`config.mk`:
```
export PLATFORM = sky130hd
export DESIGN_NAME = rv32i_instruction_decoder
export DESIGN_NICKNAME = d
export VERILOG_FILES = /design/src/rtl/core/rvdec_pkg.sv /design/src/rtl/core/rvdec_decode.sv /design/src/rtl/core/rv32i_instruction_decoder.sv
export SDC_FILE = /design/constraint.sdc
export NUM_CORES = 1
export LEC_CHECK = 0
export BUFFER_PORTS_ARGS = -buffer_cell sky130_fd_sc_hd__buf_4
export CORE_MARGIN = 3
export CORE_UTILIZATION = 54
export DETAILED_ROUTE_END_ITERATION = 6
export PLACE_DENSITY = 0.91
export SLEW_MARGIN = 20
export SYNTH_ARGS = -nofsm -noshare
export SYNTH_HDL_FRONTEND = slang
export SYNTH_SLANG_ARGS = --single-unit
```
`constraint.sdc`:
```
create_clock -name clk -period 2.87 [get_ports clk]
set_input_delay 0.574 -clock clk [delete_from_list [all_inputs] [get_ports clk]]
set_output_delay 0.574 -clock clk [all_outputs]
set_load 0.1 [all_outputs]
```
`src/rtl/core/rvdec_pkg.sv`:
```
// Shared types, operation codes and decode tables for the RV32I instruction decoder.
package rvdec_pkg;

  localparam int unsigned WordWidth = 32;
  localparam int unsigned OpWidth   = 6;
  localparam int unsigned RegWidth  = 5;

  localparam logic [WordWidth-1:0] HALT_WORD  = 32'h0ff00513;
  localparam logic [6:0]           OPC_LOAD   = 7'h03;
  localparam logic [6:0]           OPC_OPIMM  = 7'h13;
  localparam logic [6:0]           OPC_AUIPC  = 7'h17;
  localparam logic [6:0]           OPC_STORE  = 7'h23;
  localparam logic [6:0]           OPC_OP     = 7'h33;
  localparam logic [6:0]           OPC_LUI    = 7'h37;
  localparam logic [6:0]           OPC_BRANCH = 7'h63;
  localparam logic [6:0]           OPC_JALR   = 7'h67;
  localparam logic [6:0]           OPC_JAL    = 7'h6f;
  localparam logic [6:0]           F7_BASE    = 7'h00;
  localparam logic [6:0]           F7_ALT     = 7'h20;
  localparam logic [WordWidth-1:0] UPPER_MASK = 32'hfffff000;

  localparam logic [2:0] F3_ZERO = 3'd0;
  localparam logic [2:0] F3_SL   = 3'd1;
  localparam logic [2:0] F3_SR   = 3'd5;

  localparam logic [OpWidth-1:0] OP_INVALID = 6'd0;
  localparam logic [OpWidth-1:0] OP_HALT    = 6'd1;
  localparam logic [OpWidth-1:0] OP_ADD     = 6'd2;
  localparam logic [OpWidth-1:0] OP_SUB     = 6'd3;
  localparam logic [OpWidth-1:0] OP_SLL     = 6'd4;
  localparam logic [OpWidth-1:0] OP_SLT     = 6'd5;
  localparam logic [OpWidth-1:0] OP_SLTU    = 6'd6;
  localparam logic [OpWidth-1:0] OP_XOR     = 6'd7;
  localparam logic [OpWidth-1:0] OP_SRL     = 6'd8;
  localparam logic [OpWidth-1:0] OP_SRA     = 6'd9;
  localparam logic [OpWidth-1:0] OP_OR      = 6'd10;
  localparam logic [OpWidth-1:0] OP_AND     = 6'd11;
  localparam logic [OpWidth-1:0] OP_ADDI    = 6'd12;
  localparam logic [OpWidth-1:0] OP_SLLI    = 6'd13;
  localparam logic [OpWidth-1:0] OP_SLTI    = 6'd14;
  localparam logic [OpWidth-1:0] OP_SLTIU   = 6'd15;
  localparam logic [OpWidth-1:0] OP_XORI    = 6'd16;
  localparam logic [OpWidth-1:0] OP_SRLI    = 6'd17;
  localparam logic [OpWidth-1:0] OP_SRAI    = 6'd18;
  localparam logic [OpWidth-1:0] OP_ORI     = 6'd19;
  localparam logic [OpWidth-1:0] OP_ANDI    = 6'd20;
  localparam logic [OpWidth-1:0] OP_LB      = 6'd21;
  localparam logic [OpWidth-1:0] OP_LH      = 6'd22;
  localparam logic [OpWidth-1:0] OP_LW      = 6'd23;
  localparam logic [OpWidth-1:0] OP_LBU     = 6'd24;
  localparam logic [OpWidth-1:0] OP_LHU     = 6'd25;
  localparam logic [OpWidth-1:0] OP_SB      = 6'd26;
  localparam logic [OpWidth-1:0] OP_SH      = 6'd27;
  localparam logic [OpWidth-1:0] OP_SW      = 6'd28;
  localparam logic [OpWidth-1:0] OP_BEQ     = 6'd29;
  localparam logic [OpWidth-1:0] OP_BNE     = 6'd30;
  localparam logic [OpWidth-1:0] OP_BLT     = 6'd31;
  localparam logic [OpWidth-1:0] OP_BGE     = 6'd32;
  localparam logic [OpWidth-1:0] OP_BLTU    = 6'd33;
  localparam logic [OpWidth-1:0] OP_BGEU    = 6'd34;
  localparam logic [OpWidth-1:0] OP_JAL     = 6'd35;
  localparam logic [OpWidth-1:0] OP_JALR    = 6'd36;
  localparam logic [OpWidth-1:0] OP_LUI     = 6'd37;
  localparam logic [OpWidth-1:0] OP_AUIPC   = 6'd38;

  localparam logic [1:0] SRC_REG  = 2'd0;
  localparam logic [1:0] SRC_PC   = 2'd1;
  localparam logic [1:0] SRC_ZERO = 2'd2;

  localparam logic [2:0] CLS_OTHER  = 3'd0;
  localparam logic [2:0] CLS_LOAD   = 3'd1;
  localparam logic [2:0] CLS_STORE  = 3'd2;
  localparam logic [2:0] CLS_BRANCH = 3'd3;
  localparam logic [2:0] CLS_JUMP   = 3'd4;

  typedef struct packed {
    logic [OpWidth-1:0]   operation;
    logic [RegWidth-1:0]  dest_reg;
    logic [RegWidth-1:0]  src1_reg;
    logic [RegWidth-1:0]  src2_reg;
    logic [WordWidth-1:0] imm_value;
    logic [1:0]           left_source;
    logic                 right_source;
    logic                 reads_src1;
    logic                 reads_src2;
    logic                 writes_dest;
    logic [2:0]           insn_class;
  } decode_t;

  // Register-register operation for funct7 all zero.
  function automatic logic [OpWidth-1:0] reg_op(input logic [2:0] f3);
    logic [OpWidth-1:0] op;
    case (f3)
      3'd0:    op = OP_ADD;
      3'd1:    op = OP_SLL;
      3'd2:    op = OP_SLT;
      3'd3:    op = OP_SLTU;
      3'd4:    op = OP_XOR;
      3'd5:    op = OP_SRL;
      3'd6:    op = OP_OR;
      default: op = OP_AND;
    endcase
    return op;
  endfunction

  // Register-immediate operation for the funct3 codes that are not shifts.
  function automatic logic [OpWidth-1:0] imm_op(input logic [2:0] f3);
    logic [OpWidth-1:0] op;
    case (f3)
      3'd0:    op = OP_ADDI;
      3'd2:    op = OP_SLTI;
      3'd3:    op = OP_SLTIU;
      3'd4:    op = OP_XORI;
      3'd6:    op = OP_ORI;
      3'd7:    op = OP_ANDI;
      default: op = OP_INVALID;
    endcase
    return op;
  endfunction

  function automatic logic [OpWidth-1:0] load_op(input logic [2:0] f3);
    logic [OpWidth-1:0] op;
    case (f3)
      3'd0:    op = OP_LB;
      3'd1:    op = OP_LH;
      3'd2:    op = OP_LW;
      3'd4:    op = OP_LBU;
      3'd5:    op = OP_LHU;
      default: op = OP_INVALID;
    endcase
    return op;
  endfunction

  function automatic logic [OpWidth-1:0] store_op(input logic [2:0] f3);
    logic [OpWidth-1:0] op;
    case (f3)
      3'd0:    op = OP_SB;
      3'd1:    op = OP_SH;
      3'd2:    op = OP_SW;
      default: op = OP_INVALID;
    endcase
    return op;
  endfunction

  function automatic logic [OpWidth-1:0] branch_op(input logic [2:0] f3);
    logic [OpWidth-1:0] op;
    case (f3)
      3'd0:    op = OP_BEQ;
      3'd1:    op = OP_BNE;
      3'd4:    op = OP_BLT;
      3'd5:    op = OP_BGE;
      3'd6:    op = OP_BLTU;
      3'd7:    op = OP_BGEU;
      default: op = OP_INVALID;
    endcase
    return op;
  endfunction

endpackage

```
`src/rtl/core/rvdec_decode.sv`:
```
// Combinational field extraction and decode of one RV32I instruction word.
module rvdec_decode (
  input  logic [rvdec_pkg::WordWidth-1:0] instruction,
  output rvdec_pkg::decode_t              dec
);

  logic [6:0] opc;
  logic [2:0] f3;
  logic [6:0] f7;
  logic [4:0] rd;
  logic [4:0] rs1;
  logic [4:0] rs2;
  logic [31:0] imm_i;
  logic [31:0] imm_s;
  logic [31:0] imm_b;
  logic [31:0] imm_j;

  assign opc = instruction[6:0];
  assign f3  = instruction[14:12];
  assign f7  = instruction[31:25];
  assign rd  = instruction[11:7];
  assign rs1 = instruction[19:15];
  assign rs2 = instruction[24:20];

  assign imm_i = {{20{instruction[31]}}, instruction[31:20]};
  assign imm_s = {{20{instruction[31]}}, instruction[31:25], instruction[11:7]};
  assign imm_b = {{19{instruction[31]}}, instruction[31], instruction[7],
                  instruction[30:25], instruction[11:8], 1'b0};
  assign imm_j = {{11{instruction[31]}}, instruction[31], instruction[19:12],
                  instruction[20], instruction[30:21], 1'b0};

  always_comb begin
    dec = '0;
    if (instruction == rvdec_pkg::HALT_WORD) begin
      dec.operation = rvdec_pkg::OP_HALT;
    end else begin
      case (opc)
        rvdec_pkg::OPC_OP: begin
          if (f7 == rvdec_pkg::F7_BASE) begin
            dec.operation = rvdec_pkg::reg_op(f3);
          end else if (f7 == rvdec_pkg::F7_ALT && f3 == rvdec_pkg::F3_ZERO) begin
            dec.operation = rvdec_pkg::OP_SUB;
          end else if (f7 == rvdec_pkg::F7_ALT && f3 == rvdec_pkg::F3_SR) begin
            dec.operation = rvdec_pkg::OP_SRA;
          end
          if (dec.operation != rvdec_pkg::OP_INVALID) begin
            dec.dest_reg   = rd;
            dec.src1_reg   = rs1;
            dec.src2_reg   = rs2;
            dec.reads_src1 = 1'b1;
            dec.reads_src2 = 1'b1;
          end
        end
        rvdec_pkg::OPC_OPIMM: begin
          if (f3 == rvdec_pkg::F3_SL) begin
            if (f7 == rvdec_pkg::F7_BASE) begin
              dec.operation = rvdec_pkg::OP_SLLI;
            end
          end else if (f3 == rvdec_pkg::F3_SR) begin
            if (f7 == rvdec_pkg::F7_BASE) begin
              dec.operation = rvdec_pkg::OP_SRLI;
            end else if (f7 == rvdec_pkg::F7_ALT) begin
              dec.operation = rvdec_pkg::OP_SRAI;
            end
          end else begin
            dec.operation = rvdec_pkg::imm_op(f3);
          end
          if (dec.operation != rvdec_pkg::OP_INVALID) begin
            dec.dest_reg     = rd;
            dec.src1_reg     = rs1;
            // Shifts carry the shift amount, zero-extended, in place of the immediate.
            dec.imm_value    = (f3 == rvdec_pkg::F3_SL || f3 == rvdec_pkg::F3_SR) ?
                               {27'd0, rs2} : imm_i;
            dec.right_source = 1'b1;
            dec.reads_src1   = 1'b1;
          end
        end
        rvdec_pkg::OPC_LOAD: begin
          dec.operation = rvdec_pkg::load_op(f3);
          if (dec.operation != rvdec_pkg::OP_INVALID) begin
            dec.dest_reg     = rd;
            dec.src1_reg     = rs1;
            dec.imm_value    = imm_i;
            dec.right_source = 1'b1;
            dec.reads_src1   = 1'b1;
            dec.insn_class   = rvdec_pkg::CLS_LOAD;
          end
        end
        rvdec_pkg::OPC_JALR: begin
          if (f3 == rvdec_pkg::F3_ZERO) begin
            dec.operation    = rvdec_pkg::OP_JALR;
            dec.dest_reg     = rd;
            dec.src1_reg     = rs1;
            dec.imm_value    = imm_i;
            dec.right_source = 1'b1;
            dec.reads_src1   = 1'b1;
            dec.insn_class   = rvdec_pkg::CLS_JUMP;
          end
        end
        rvdec_pkg::OPC_STORE: begin
          dec.operation = rvdec_pkg::store_op(f3);
          if (dec.operation != rvdec_pkg::OP_INVALID) begin
            dec.src1_reg     = rs1;
            dec.src2_reg     = rs2;
            dec.imm_value    = imm_s;
            dec.right_source = 1'b1;
            dec.reads_src1   = 1'b1;
            dec.reads_src2   = 1'b1;
            dec.insn_class   = rvdec_pkg::CLS_STORE;
          end
        end
        rvdec_pkg::OPC_BRANCH: begin
          dec.operation = rvdec_pkg::branch_op(f3);
          if (dec.operation != rvdec_pkg::OP_INVALID) begin
            dec.src1_reg   = rs1;
            dec.src2_reg   = rs2;
            dec.imm_value  = imm_b;
            dec.reads_src1 = 1'b1;
            dec.reads_src2 = 1'b1;
            dec.insn_class = rvdec_pkg::CLS_BRANCH;
          end
        end
        rvdec_pkg::OPC_JAL: begin
          dec.operation    = rvdec_pkg::OP_JAL;
          dec.dest_reg     = rd;
          dec.imm_value    = imm_j;
          dec.left_source  = rvdec_pkg::SRC_PC;
          dec.right_source = 1'b1;
          dec.insn_class   = rvdec_pkg::CLS_JUMP;
        end
        rvdec_pkg::OPC_LUI: begin
          dec.operation    = rvdec_pkg::OP_LUI;
          dec.dest_reg     = rd;
          dec.imm_value    = instruction & rvdec_pkg::UPPER_MASK;
          dec.left_source  = rvdec_pkg::SRC_ZERO;
          dec.right_source = 1'b1;
        end
        rvdec_pkg::OPC_AUIPC: begin
          dec.operation    = rvdec_pkg::OP_AUIPC;
          dec.dest_reg     = rd;
          dec.imm_value    = instruction & rvdec_pkg::UPPER_MASK;
          dec.left_source  = rvdec_pkg::SRC_PC;
          dec.right_source = 1'b1;
        end
        default: begin
          dec = '0;
        end
      endcase
    end
    dec.writes_dest = (dec.operation != rvdec_pkg::OP_INVALID) &&
                      (dec.operation != rvdec_pkg::OP_HALT) &&
                      (dec.dest_reg != '0);
  end

endmodule

```
`src/rtl/core/rv32i_instruction_decoder.sv`:
```
// Top level of the RV32I instruction decoder: input register, decode logic, result register.
//
// The decoder takes one 32-bit RV32I instruction word per item and returns one decoded
// result per item. An item is accepted at a rising clock edge where start is high and busy
// is low; busy is always low, so a new word may be given in every cycle. The word is
// captured in an input register, decoded by a single combinational pass, and the result is
// captured in a result register, so the result for an accepted word passes the input
// register and then the result register before it appears on the result ports, with done
// high for a single cycle. The receiver cannot stall the block, so it must
// take every result in the cycle that done marks it. Throughput is one item per cycle,
// set by the single decode pass between the two registers. Unknown encodings return the
// INVALID operation with every other field zero, and the word 0x0ff00513 returns HALT
// with every other field zero. writes_dest is low whenever the destination is register
// zero. The block holds no other state; reset clears only the two valid flags.
module rv32i_instruction_decoder (
  input  logic        clk,
  input  logic        rst,
  input  logic        start,
  output logic        busy,
  input  logic [31:0] instruction,
  output logic        done,
  output logic [5:0]  operation,
  output logic [4:0]  dest_reg,
  output logic [4:0]  src1_reg,
  output logic [4:0]  src2_reg,
  output logic [31:0] imm_value,
  output logic [1:0]  left_source,
  output logic        right_source,
  output logic        reads_src1,
  output logic        reads_src2,
  output logic        writes_dest,
  output logic [2:0]  insn_class
);

  // Input stage: the accepted word and a flag that marks it as a live item.
  logic                              in_valid;
  logic [rvdec_pkg::WordWidth-1:0]   in_word;

  // Decoded form of the word in the input stage, and the registered result.
  rvdec_pkg::decode_t                dec;
  rvdec_pkg::decode_t                result;

  // The pipeline never stalls, so the block is always ready for the next word.
  assign busy = 1'b0;

  always_ff @(posedge clk) begin
    if (rst) begin
      in_valid <= 1'b0;
    end else begin
      in_valid <= start && !busy;
    end
  end

  always_ff @(posedge clk) begin
    if (start && !busy) begin
      in_word <= instruction;
    end
  end

  rvdec_decode u_decode (
    .instruction (in_word),
    .dec         (dec)
  );

  // Result stage: done marks a result for exactly one cycle.
  always_ff @(posedge clk) begin
    if (rst) begin
      done <= 1'b0;
    end else begin
      done <= in_valid;
    end
  end

  always_ff @(posedge clk) begin
    if (in_valid) begin
      result <= dec;
    end
  end

  assign operation    = result.operation;
  assign dest_reg     = result.dest_reg;
  assign src1_reg     = result.src1_reg;
  assign src2_reg     = result.src2_reg;
  assign imm_value    = result.imm_value;
  assign left_source  = result.left_source;
  assign right_source = result.right_source;
  assign reads_src1   = result.reads_src1;
  assign reads_src2   = result.reads_src2;
  assign writes_dest  = result.writes_dest;
  assign insn_class   = result.insn_class;

`ifndef SYNTHESIS
  // Every accepted item yields a result once it has passed the input and result registers.
  a_item_to_result: assert property (@(posedge clk) disable iff (rst)
    (start && !busy) |=> ##1 done)
    else $error("accepted item produced no result");

  // A result never appears without an accepted item having reached the input stage first.
  a_no_invented: assert property (@(posedge clk) disable iff (rst)
    done |-> $past(in_valid))
    else $error("result strobe without an accepted item");

  // INVALID and HALT results carry no other information.
  a_empty_codes: assert property (@(posedge clk) disable iff (rst)
    (done && (operation == rvdec_pkg::OP_INVALID || operation == rvdec_pkg::OP_HALT)) |->
    (dest_reg == '0 && src1_reg == '0 && src2_reg == '0 && imm_value == '0 &&
     left_source == rvdec_pkg::SRC_REG && !right_source && !reads_src1 &&
     !reads_src2 && !writes_dest && insn_class == rvdec_pkg::CLS_OTHER))
    else $error("invalid or halt result with nonzero fields");

  // A register write is only flagged for a nonzero destination.
  a_write_dest: assert property (@(posedge clk) disable iff (rst)
    (done && writes_dest) |-> (dest_reg != '0))
    else $error("write flagged for register zero");

  // Stores and branches name no destination and read both sources.
  a_store_branch: assert property (@(posedge clk) disable iff (rst)
    (done && (insn_class == rvdec_pkg::CLS_STORE || insn_class == rvdec_pkg::CLS_BRANCH)) |->
    (dest_reg == '0 && !writes_dest && reads_src1 && reads_src2))
    else $error("store or branch result with inconsistent register use");
`endif

endmodule

```
==> results of run 1 <==
## power by group
group	internal [mW]	total [mW]	switching [mW]
sequential	1.63	1.72	0.0873
combinational	0.152	0.658	0.506
clock	0.323	0.789	0.467
total	2.11	3.17	1.06
## area by class of cell
| class | instances | area (um^2) |
|---|---|---|
| flip-flops and latches | 96 | 2860 |
| fillers | 566 | 2410 |
| multi-input cells | 222 | 1430 |
| repair buffers | 109 | 818 |
| clock buffers | 11 | 131 |
| well taps | 102 | 128 |
| clock inverters | 5 | 45.0 |
| inverters | 6 | 22.5 |
## synthesized netlist by cell type (4+ instances only)
cell | n | area (um^2)
sky130_fd_sc_hd__and3_1 | 5 | 31.3
sky130_fd_sc_hd__inv_1 | 5 | 18.8
sky130_fd_sc_hd__nor2b_1 | 14 | 87.6
sky130_fd_sc_hd__nor2_1 | 20 | 75.1
sky130_fd_sc_hd__o21ai_0 | 23 | 115
sky130_fd_sc_hd__a21oi_1 | 15 | 75.1
sky130_fd_sc_hd__nor3b_1 | 4 | 30.0
sky130_fd_sc_hd__nand2_1 | 28 | 105
sky130_fd_sc_hd__nand3_1 | 9 | 45.0
sky130_fd_sc_hd__nand2b_1 | 4 | 25.0
sky130_fd_sc_hd__edfxtp_1 | 94 | 2820
sky130_fd_sc_hd__nand4_1 | 9 | 56.3
sky130_fd_sc_hd__and4_1 | 7 | 61.3
sky130_fd_sc_hd__o31ai_1 | 4 | 30.0
sky130_fd_sc_hd__nor3_1 | 10 | 50.1
sky130_fd_sc_hd__a21o_1 | 8 | 60.1
sky130_fd_sc_hd__buf_2 | 5 | 25.0
sky130_fd_sc_hd__clkbuf_1 | 8 | 30.0
sky130_fd_sc_hd__and2_1 | 5 | 31.3
## metrics by stage
| stage | cells | hold WS, ns | util (%) | total power [mW] |
|---|---|---|---|---|
| floorplan | 344 | 0.529 | - | 2.22 |
| global placement | 535 | 0.550 | 67.0 | 2.39 |
| detailed placement | 535 | 0.573 | 67.0 | 2.40 |
| CTS | 551 | 0.353 | 69.3 | 3.17 |
| global route | 551 | 0.350 | 69.3 | 3.28 |
| finish | 551 | 0.357 | 69.3 | 3.17 |
## worst register-to-register path: stages, from the launching register on
cell                       delay, ns
sky130_fd_sc_hd__edfxtp_1       0.71
sky130_fd_sc_hd__and3b_1        0.25
sky130_fd_sc_hd__nand4_1        0.24
sky130_fd_sc_hd__nor2b_1        0.16
sky130_fd_sc_hd__or4_4          0.57
sky130_fd_sc_hd__and4_1         0.23
## path summary, 6_finish.rpt
check,depth (start not counted),endpoint,slack (ns),from
worst max-delay path,5,src1_reg[0],0.47,in_word[6]
worst min-delay path,2,in_valid,0.36,rst
worst max register to register,5,src1_reg[0],0.47,in_word[6]
worst min register to register,1,imm_value[19],0.60,in_word[19]
## cells by family after synthesis
logic type	count (synthesis)	synth area share, %
compound gates	77	11.7
xor+xnor	3	0.595
buf+inv	26	2.94
flops	96	64.8
mux	1	0.226
other cells	1	0.0848
simple gates	140	19.7
## metal layers
metal / part of all wire (%) / GRT usage (%) / up-vias
met5: 0 / 0 / -
met4: 2.4 / 9.93 / 0
met3: 7.6 / 5.73 / 33
met2: 51 / 44.0 / 179
met1: 38 / 31.8 / 1619
li1: - / - / 1530
==> results.rst, run 1 <==
.. list-table::
   :header-rows: 1

   * - Metric
     - Value
   * - Source-to-sink clock delay at the later pin of the worst-skew pair
     - 0.36 ns
   * - Nature of the critical path endpoint
     - flip-flop
   * - Fmax achieved
     - 417 MHz
   * - Total via count after detailed routing
     - 3,361
   * - Cells along the critical path
     - and3b_1, nand4_1, nor2b_1, or4_4, and4_1
   * - IO buf count
     - 97
   * - Clock tree from TritonCTS
     - yes
   * - RSZ-0062 raised after global routing
     - no
   * - Syn_nets
     - 379
   * - Pin count of the biggest net entering global routing
     - 34
   * - Setup ws final
     - 0.470 ns
   * - Max Fanout on Critical Path
     - 17
   * - Class of the tightest hold or removal check
     - in2reg
   * - Wire length of the first global-routing pass
     - 17,600 um
   * - Leak Pwr
     - 1.98 nW
   * - Area growth from synthesis to layout
     - 23.0%
   * - DRC
     - 0
   * - Element type at the critical path start
     - flip-flop
   * - Worst rel slew slack
     - 49.2%
   * - Gpl congestion
     - 0.908
   * - Number of H-tree levels
     - 3
   * - Die footprint
     - 0.00931 mm^2
   * - Clk Tree Root Cell
     - sky130_fd_sc_hd__clkbuf_8
   * - Mapped cell area
     - 0.00442 mm^2
   * - Number of hold buffers added after cts
     - 0
   * - Distinct cell type count after synthesis
     - 66
   * - Overall die height
     - 96.5 um
   * - Kind of cell adding the most delay to the critical path
     - simple AND/OR/NAND/NOR gates
   * - Most frequent cells in the layout
     - sky130_fd_sc_hd__buf_4, sky130_fd_sc_hd__edfxtp_1, sky130_fd_sc_hd__nand2_1, sky130_fd_sc_hd__o21ai_0, sky130_fd_sc_hd__nor2_1
   * - Total Nets Final
     - 479
   * - Hold violation count in the final report
     - 0
   * - Highest-delay cell along the critical path
     - sky130_fd_sc_hd__edfxtp_1
   * - Yosys Warn Count
     - 0
   * - Detailed placement HPWL
     - 8410 um
   * - Ant. Diodes
     - 0
   * - Global-route usage over all layers
     - 25.7%
   * - Average instance area after synthesis
     - 12.9 um^2
   * - DIE WIDTH
     - 96.5 um
   * - Pins over their slew limit
     - 0
   * - Sum Neg Setup Slack
     - 0 ns
   * - Final standard cell area without fillers
     - 0.00544 mm^2
   * - Number of antenna violations at the first check in global routing
     - 0
   * - Share of synthesized registers carrying an async set or reset
     - 0%
   * - First DRT Iteration DRCs
     - 319
   * - Clock Sink Count
     - 96
   * - Detailed-route wire length
     - 11,300 um
   * - Number of iterations in the first detailed-routing pass
     - 5
   * - Gate Count Post-Synth
     - 344
   * - Critical path arrival
     - 2.52 ns
   * - Number of synthesized register bits
     - 96
   * - Bufs on Longest Clock Path
     - 2
   * - Effective utilization at floorplan
     - 56.3%
   * - Proportion of synthesized chip area in sequential cells
     - 64.8%
   * - Number of ports placed on the die boundary
     - 99
   * - Most common cell after layout, fill and taps aside
     - sky130_fd_sc_hd__buf_4
   * - Setup violators final
     - 0
   * - Critical path's largest stage delay
     - 0.71 ns
   * - Core Area
     - 0.00785 mm^2
   * - Vias in the first global route
     - 3,318
   * - Primary flip-flop cell chosen by synthesis mapping
     - sky130_fd_sc_hd__edfxtp_1
   * - Final routed wire length divided by cell count
     - 20.5 um
   * - Pre-CTS worst setup slack
     - 0.545 ns
   * - Drt via density
     - 6.10
   * - Critical path buffer and inverter count
     - 0
   * - Type of the worst setup path
     - reg2reg
   * - Required time of the critical path
     - 2.99 ns
   * - Global-route congestion overflow total
     - 0
   * - Least-Margin Pin Slew
     - 0.755 ns
   * - Run status
     - complete, no violations
   * - Post-synth EDFFs
     - 94
   * - IR Drop Worst-Case VDD
     - 0.363 mV
   * - Placed standard-cell area
     - 0.00526 mm^2
   * - Clock Skew
     - 0.00835 ns
   * - Fraction of layout instances using a drive strength above 1
     - 31.4%
   * - Clock transition time at the flip-flop clock pins of the worst setup and hold paths
     - 0.09 ns
   * - Core Rows
     - 32
   * - Power density of the placed cells
     - 582 mW/mm^2
   * - Max-cap violation count
     - 0
   * - Setup bufs post-CTS
     - 0
   * - Time the worst path needs with I/O delays and setup
     - 2.40 ns
   * - DRT antenna net count
     - 0
   * - Share of the clock period used by the worst path
     - 83.6%
   * - Number of CTS-inserted buffers
     - 9
   * - PostCTS Resize Cnt
     - 0
(Power assumes the default switching activity.)
==> run 2, diff against run 1 <==
Settings changed: CORE_UTILIZATION 54 to 49, PLACE_DENSITY 0.91 to 0.87.
Clock period 2.87 ns to 2.1 ns, I/O delays scaled along.
==> results.rst, run 2 (synthesis gave the netlist of run 1 again) <==
.. list-table::
   :header-rows: 1

   * - Metric
     - Value
   * - Most common cell after layout, fill and taps aside
     - sky130_fd_sc_hd__buf_4
   * - DIE WIDTH
     - 101 um (+4.7%)
   * - Max-cap violation count
     - 0 (unchanged)
   * - Number of hold buffers added after cts
     - 0 (unchanged)
   * - Total via count after detailed routing
     - 3,556 (+5.8%)
   * - Number of ports placed on the die boundary
     - 99 (unchanged)
   * - Nature of the critical path endpoint
     - flip-flop
   * - Most repeated library cell on the critical path
     - sky130_fd_sc_hd__buf_4
   * - Required time of the critical path
     - 2.22 ns (-0.77 ns)
   * - Run status
     - complete, but fails checks
   * - First DRT Iteration DRCs
     - 211 (-34%)
   * - Element type at the critical path start
     - flip-flop
   * - Number of cells in the design after placement
     - 595 (+11%)
   * - Global-route usage over all layers
     - 23.1% (-2.6 points)
   * - RSZ-0062 raised after global routing
     - yes
   * - Fmax achieved
     - 473 MHz (+13%)
   * - Placed standard-cell area
     - 0.00571 mm^2 (+8.6%)
   * - DRC
     - 0 (unchanged)
   * - Proportion of power drawn by the clock network
     - 26.0% (+1.1 points)
   * - Critical path arrival
     - 2.24 ns (-0.28 ns)
   * - Number of cells in the finished layout apart from fillers
     - 629 (+14%)
   * - Area growth from synthesis to layout
     - 40.0%
   * - Pin count of the biggest net entering global routing
     - 38 (+12%)
   * - Number of CTS-inserted buffers
     - 9 (unchanged)
   * - Clk Tree Root Cell
     - sky130_fd_sc_hd__clkbuf_8
   * - Fraction of layout instances using a drive strength above 1
     - 45.7% (+14 points)
   * - Sum Neg Setup Slack
     - -0.0270 ns (-0.0270 ns)
   * - Pre-CTS worst setup slack
     - -0.186 ns (-0.731 ns)
   * - Clock tree from TritonCTS
     - yes
   * - Effective utilization at floorplan
     - 50.4% (-5.9 points)
   * - Type of the worst setup path
     - reg2reg
   * - Internal
     - 3.01 mW (+43%)
   * - IR Drop Worst-Case VDD
     - 0.483 mV (+33%)
   * - Clock transition time at the flip-flop clock pins of the worst setup and hold paths
     - 0.10 ns (about the same)
   * - Clock Skew
     - 0.0133 ns (+0.00495 ns)
   * - Wire length of the first global-routing pass
     - 17,900 um (+1.5%)
   * - Hold violation count in the final report
     - 0 (unchanged)
   * - Cells along the critical path
     - buf_4, nor3_4, buf_4, nand4_1, buf_4, nor2b_2, or4_4, and4_1
   * - Util after Layout
     - 70.6% (+1.3 points)
   * - Source-to-sink clock delay at the later pin of the worst-skew pair
     - 0.37 ns (about the same)
   * - Overall die height
     - 101 um (+4.7%)
   * - Fraction of power spent switching nets
     - 34.2% (+0.73 points)
   * - Leak Pwr
     - 2.38 nW (+20%)
   * - Most frequent cells in the layout
     - sky130_fd_sc_hd__buf_4, sky130_fd_sc_hd__edfxtp_1, sky130_fd_sc_hd__nand2_1, sky130_fd_sc_hd__nor2_1, sky130_fd_sc_hd__o21ai_0
   * - Power share of the sequential group
     - 50.4% (-3.9 points)
   * - Final routed wire length divided by cell count
     - 18.9 um (-8.0%)
   * - Setup violators final
     - 3 (+3)
   * - Layout fillers
     - 606 (+7.1%)
   * - Die footprint
     - 0.0102 mm^2 (+9.6%)
   * - Total Nets Final
     - 551 (+15%)
   * - Setup ws final
     - -0.0162 ns (-0.487 ns)
   * - Critical path buffer and inverter count
     - 3 (+3)
   * - Max Fanout on Critical Path
     - 6 (-11)
   * - Gpl congestion
     - 0.919 (+1.2%)
   * - Pins over their slew limit
     - 0 (unchanged)
   * - Power density of the placed cells
     - 739 mW/mm^2 (+27%)
   * - Detailed-route wire length
     - 11,900 um (+5.0%)
   * - DRT antenna net count
     - 0 (unchanged)
   * - Highest-delay cell along the critical path
     - sky130_fd_sc_hd__or4_4
   * - Drt via density
     - 5.65 (-7.3%)
   * - IO buf count
     - 97 (unchanged)
   * - Global-route congestion overflow total
     - 0 (unchanged)
   * - Number of iterations in the first detailed-routing pass
     - 4 (-1)
   * - Final standard cell area without fillers
     - 0.00619 mm^2 (+14%)
   * - Detailed placement HPWL
     - 8810 um (+4.7%)
   * - Total design power
     - 4.57 mW (+44%)
   * - Time the worst path needs with I/O delays and setup
     - 2.12 ns (-0.283 ns)
   * - Critical path's largest stage delay
     - 0.55 ns (-0.16 ns)
   * - Violations in the final reports
     - negative setup slack
   * - Ant. Diodes
     - 0 (unchanged)
   * - Number of H-tree levels
     - 3 (unchanged)
   * - Vias in the first global route
     - 3,524 (+6.2%)
   * - Switch Pwr
     - 1.56 mW (+48%)
   * - Share of the clock period used by the worst path
     - 101% (+17 points)
   * - Part of the power in combinational logic
     - 23.6% (+2.8 points)
   * - Class of the tightest hold or removal check
     - in2reg
   * - Core Area
     - 0.00876 mm^2 (+12%)
   * - Core Rows
     - 34 (+6.3%)
   * - Clock Sink Count
     - 96 (unchanged)
   * - Bufs on Longest Clock Path
     - 2 (unchanged)
   * - Number of antenna violations at the first check in global routing
     - 0 (unchanged)
   * - Hold WS
     - 0.195 ns (-0.162 ns)
   * - Kind of cell adding the most delay to the critical path
     - simple AND/OR/NAND/NOR gates
[run 2: cell count changes in the layout (fill, tap and decap cells not counted), sizes merged]
cell	delta
inv	+3
clkinvlp	+1
clkbuf	-1
clkinv	-2
buf	+71
[run 2: metal layers]
layer  GRT usage [%]  vias up  wire length (um)
li1                -     1673                 -
met1            29.4     1714              4720
met2            39.9      148              6090
met3            4.78       21               852
met4            6.85        0               226
met5               0        -                 0
[run 2: area by class of cell]
type                       instances  area, um^2  area share, %
tap                              108         135           2.18
clock buffer                       9         124           2.00
multi-input combinational        222        1560           25.1
timing repair buffer             181        1410           22.8
clock inverter                     7        73.8           1.19
sequential                        96        2860           46.3
inverter                           6        26.3          0.425
[run 2: worst register-to-register path: stages (launching register included)]
cell and delay (ns):
sky130_fd_sc_hd__edfxtp_1 0.43, sky130_fd_sc_hd__buf_4 0.16, sky130_fd_sc_hd__nor3_4 0.04, sky130_fd_sc_hd__buf_4 0.14, sky130_fd_sc_hd__nand4_1 0.14, sky130_fd_sc_hd__buf_4 0.14, sky130_fd_sc_hd__nor2b_2 0.05, sky130_fd_sc_hd__or4_4 0.55
sky130_fd_sc_hd__and4_1 0.23
[run 2: power by group through the flow]
| stage | combinational, mW | sequential [mW] | clock, mW |
|---|---|---|---|
| final | 1.08 | 2.31 | 1.19 |
| after detailed placement | 1.02 | 2.35 | 0 |
| after global placement | 1.01 | 2.34 | 0 |
| after floorplan | 0.184 | 2.85 | 0 |
| after CTS | 1.03 | 2.31 | 1.21 |
| after global routing | 1.12 | 2.32 | 1.29 |
[run 2: what timing repair did]
| action | CTS | global route |
|---|---|---|
| setup buffers | 4 | 14 |
| cloned | 0 | 0 |
| pin swaps | 0 | 15 |
| endpoints found under the setup margin | 28 | 41 |
| hold endpoints to repair | 0 | 0 |
| resized for setup | 6 | 28 |
[run 2: final timing paths]
kind	start	to	slack [ns]	cells past startpoint
worst min-delay path	rst	in_valid	0.20	2
worst max-delay path	in_word[29]	src1_reg[0]	-0.02	8
worst max register to register	in_word[29]	src1_reg[0]	-0.02	8
worst min register to register	in_word[11]	dest_reg[4]	0.62	1
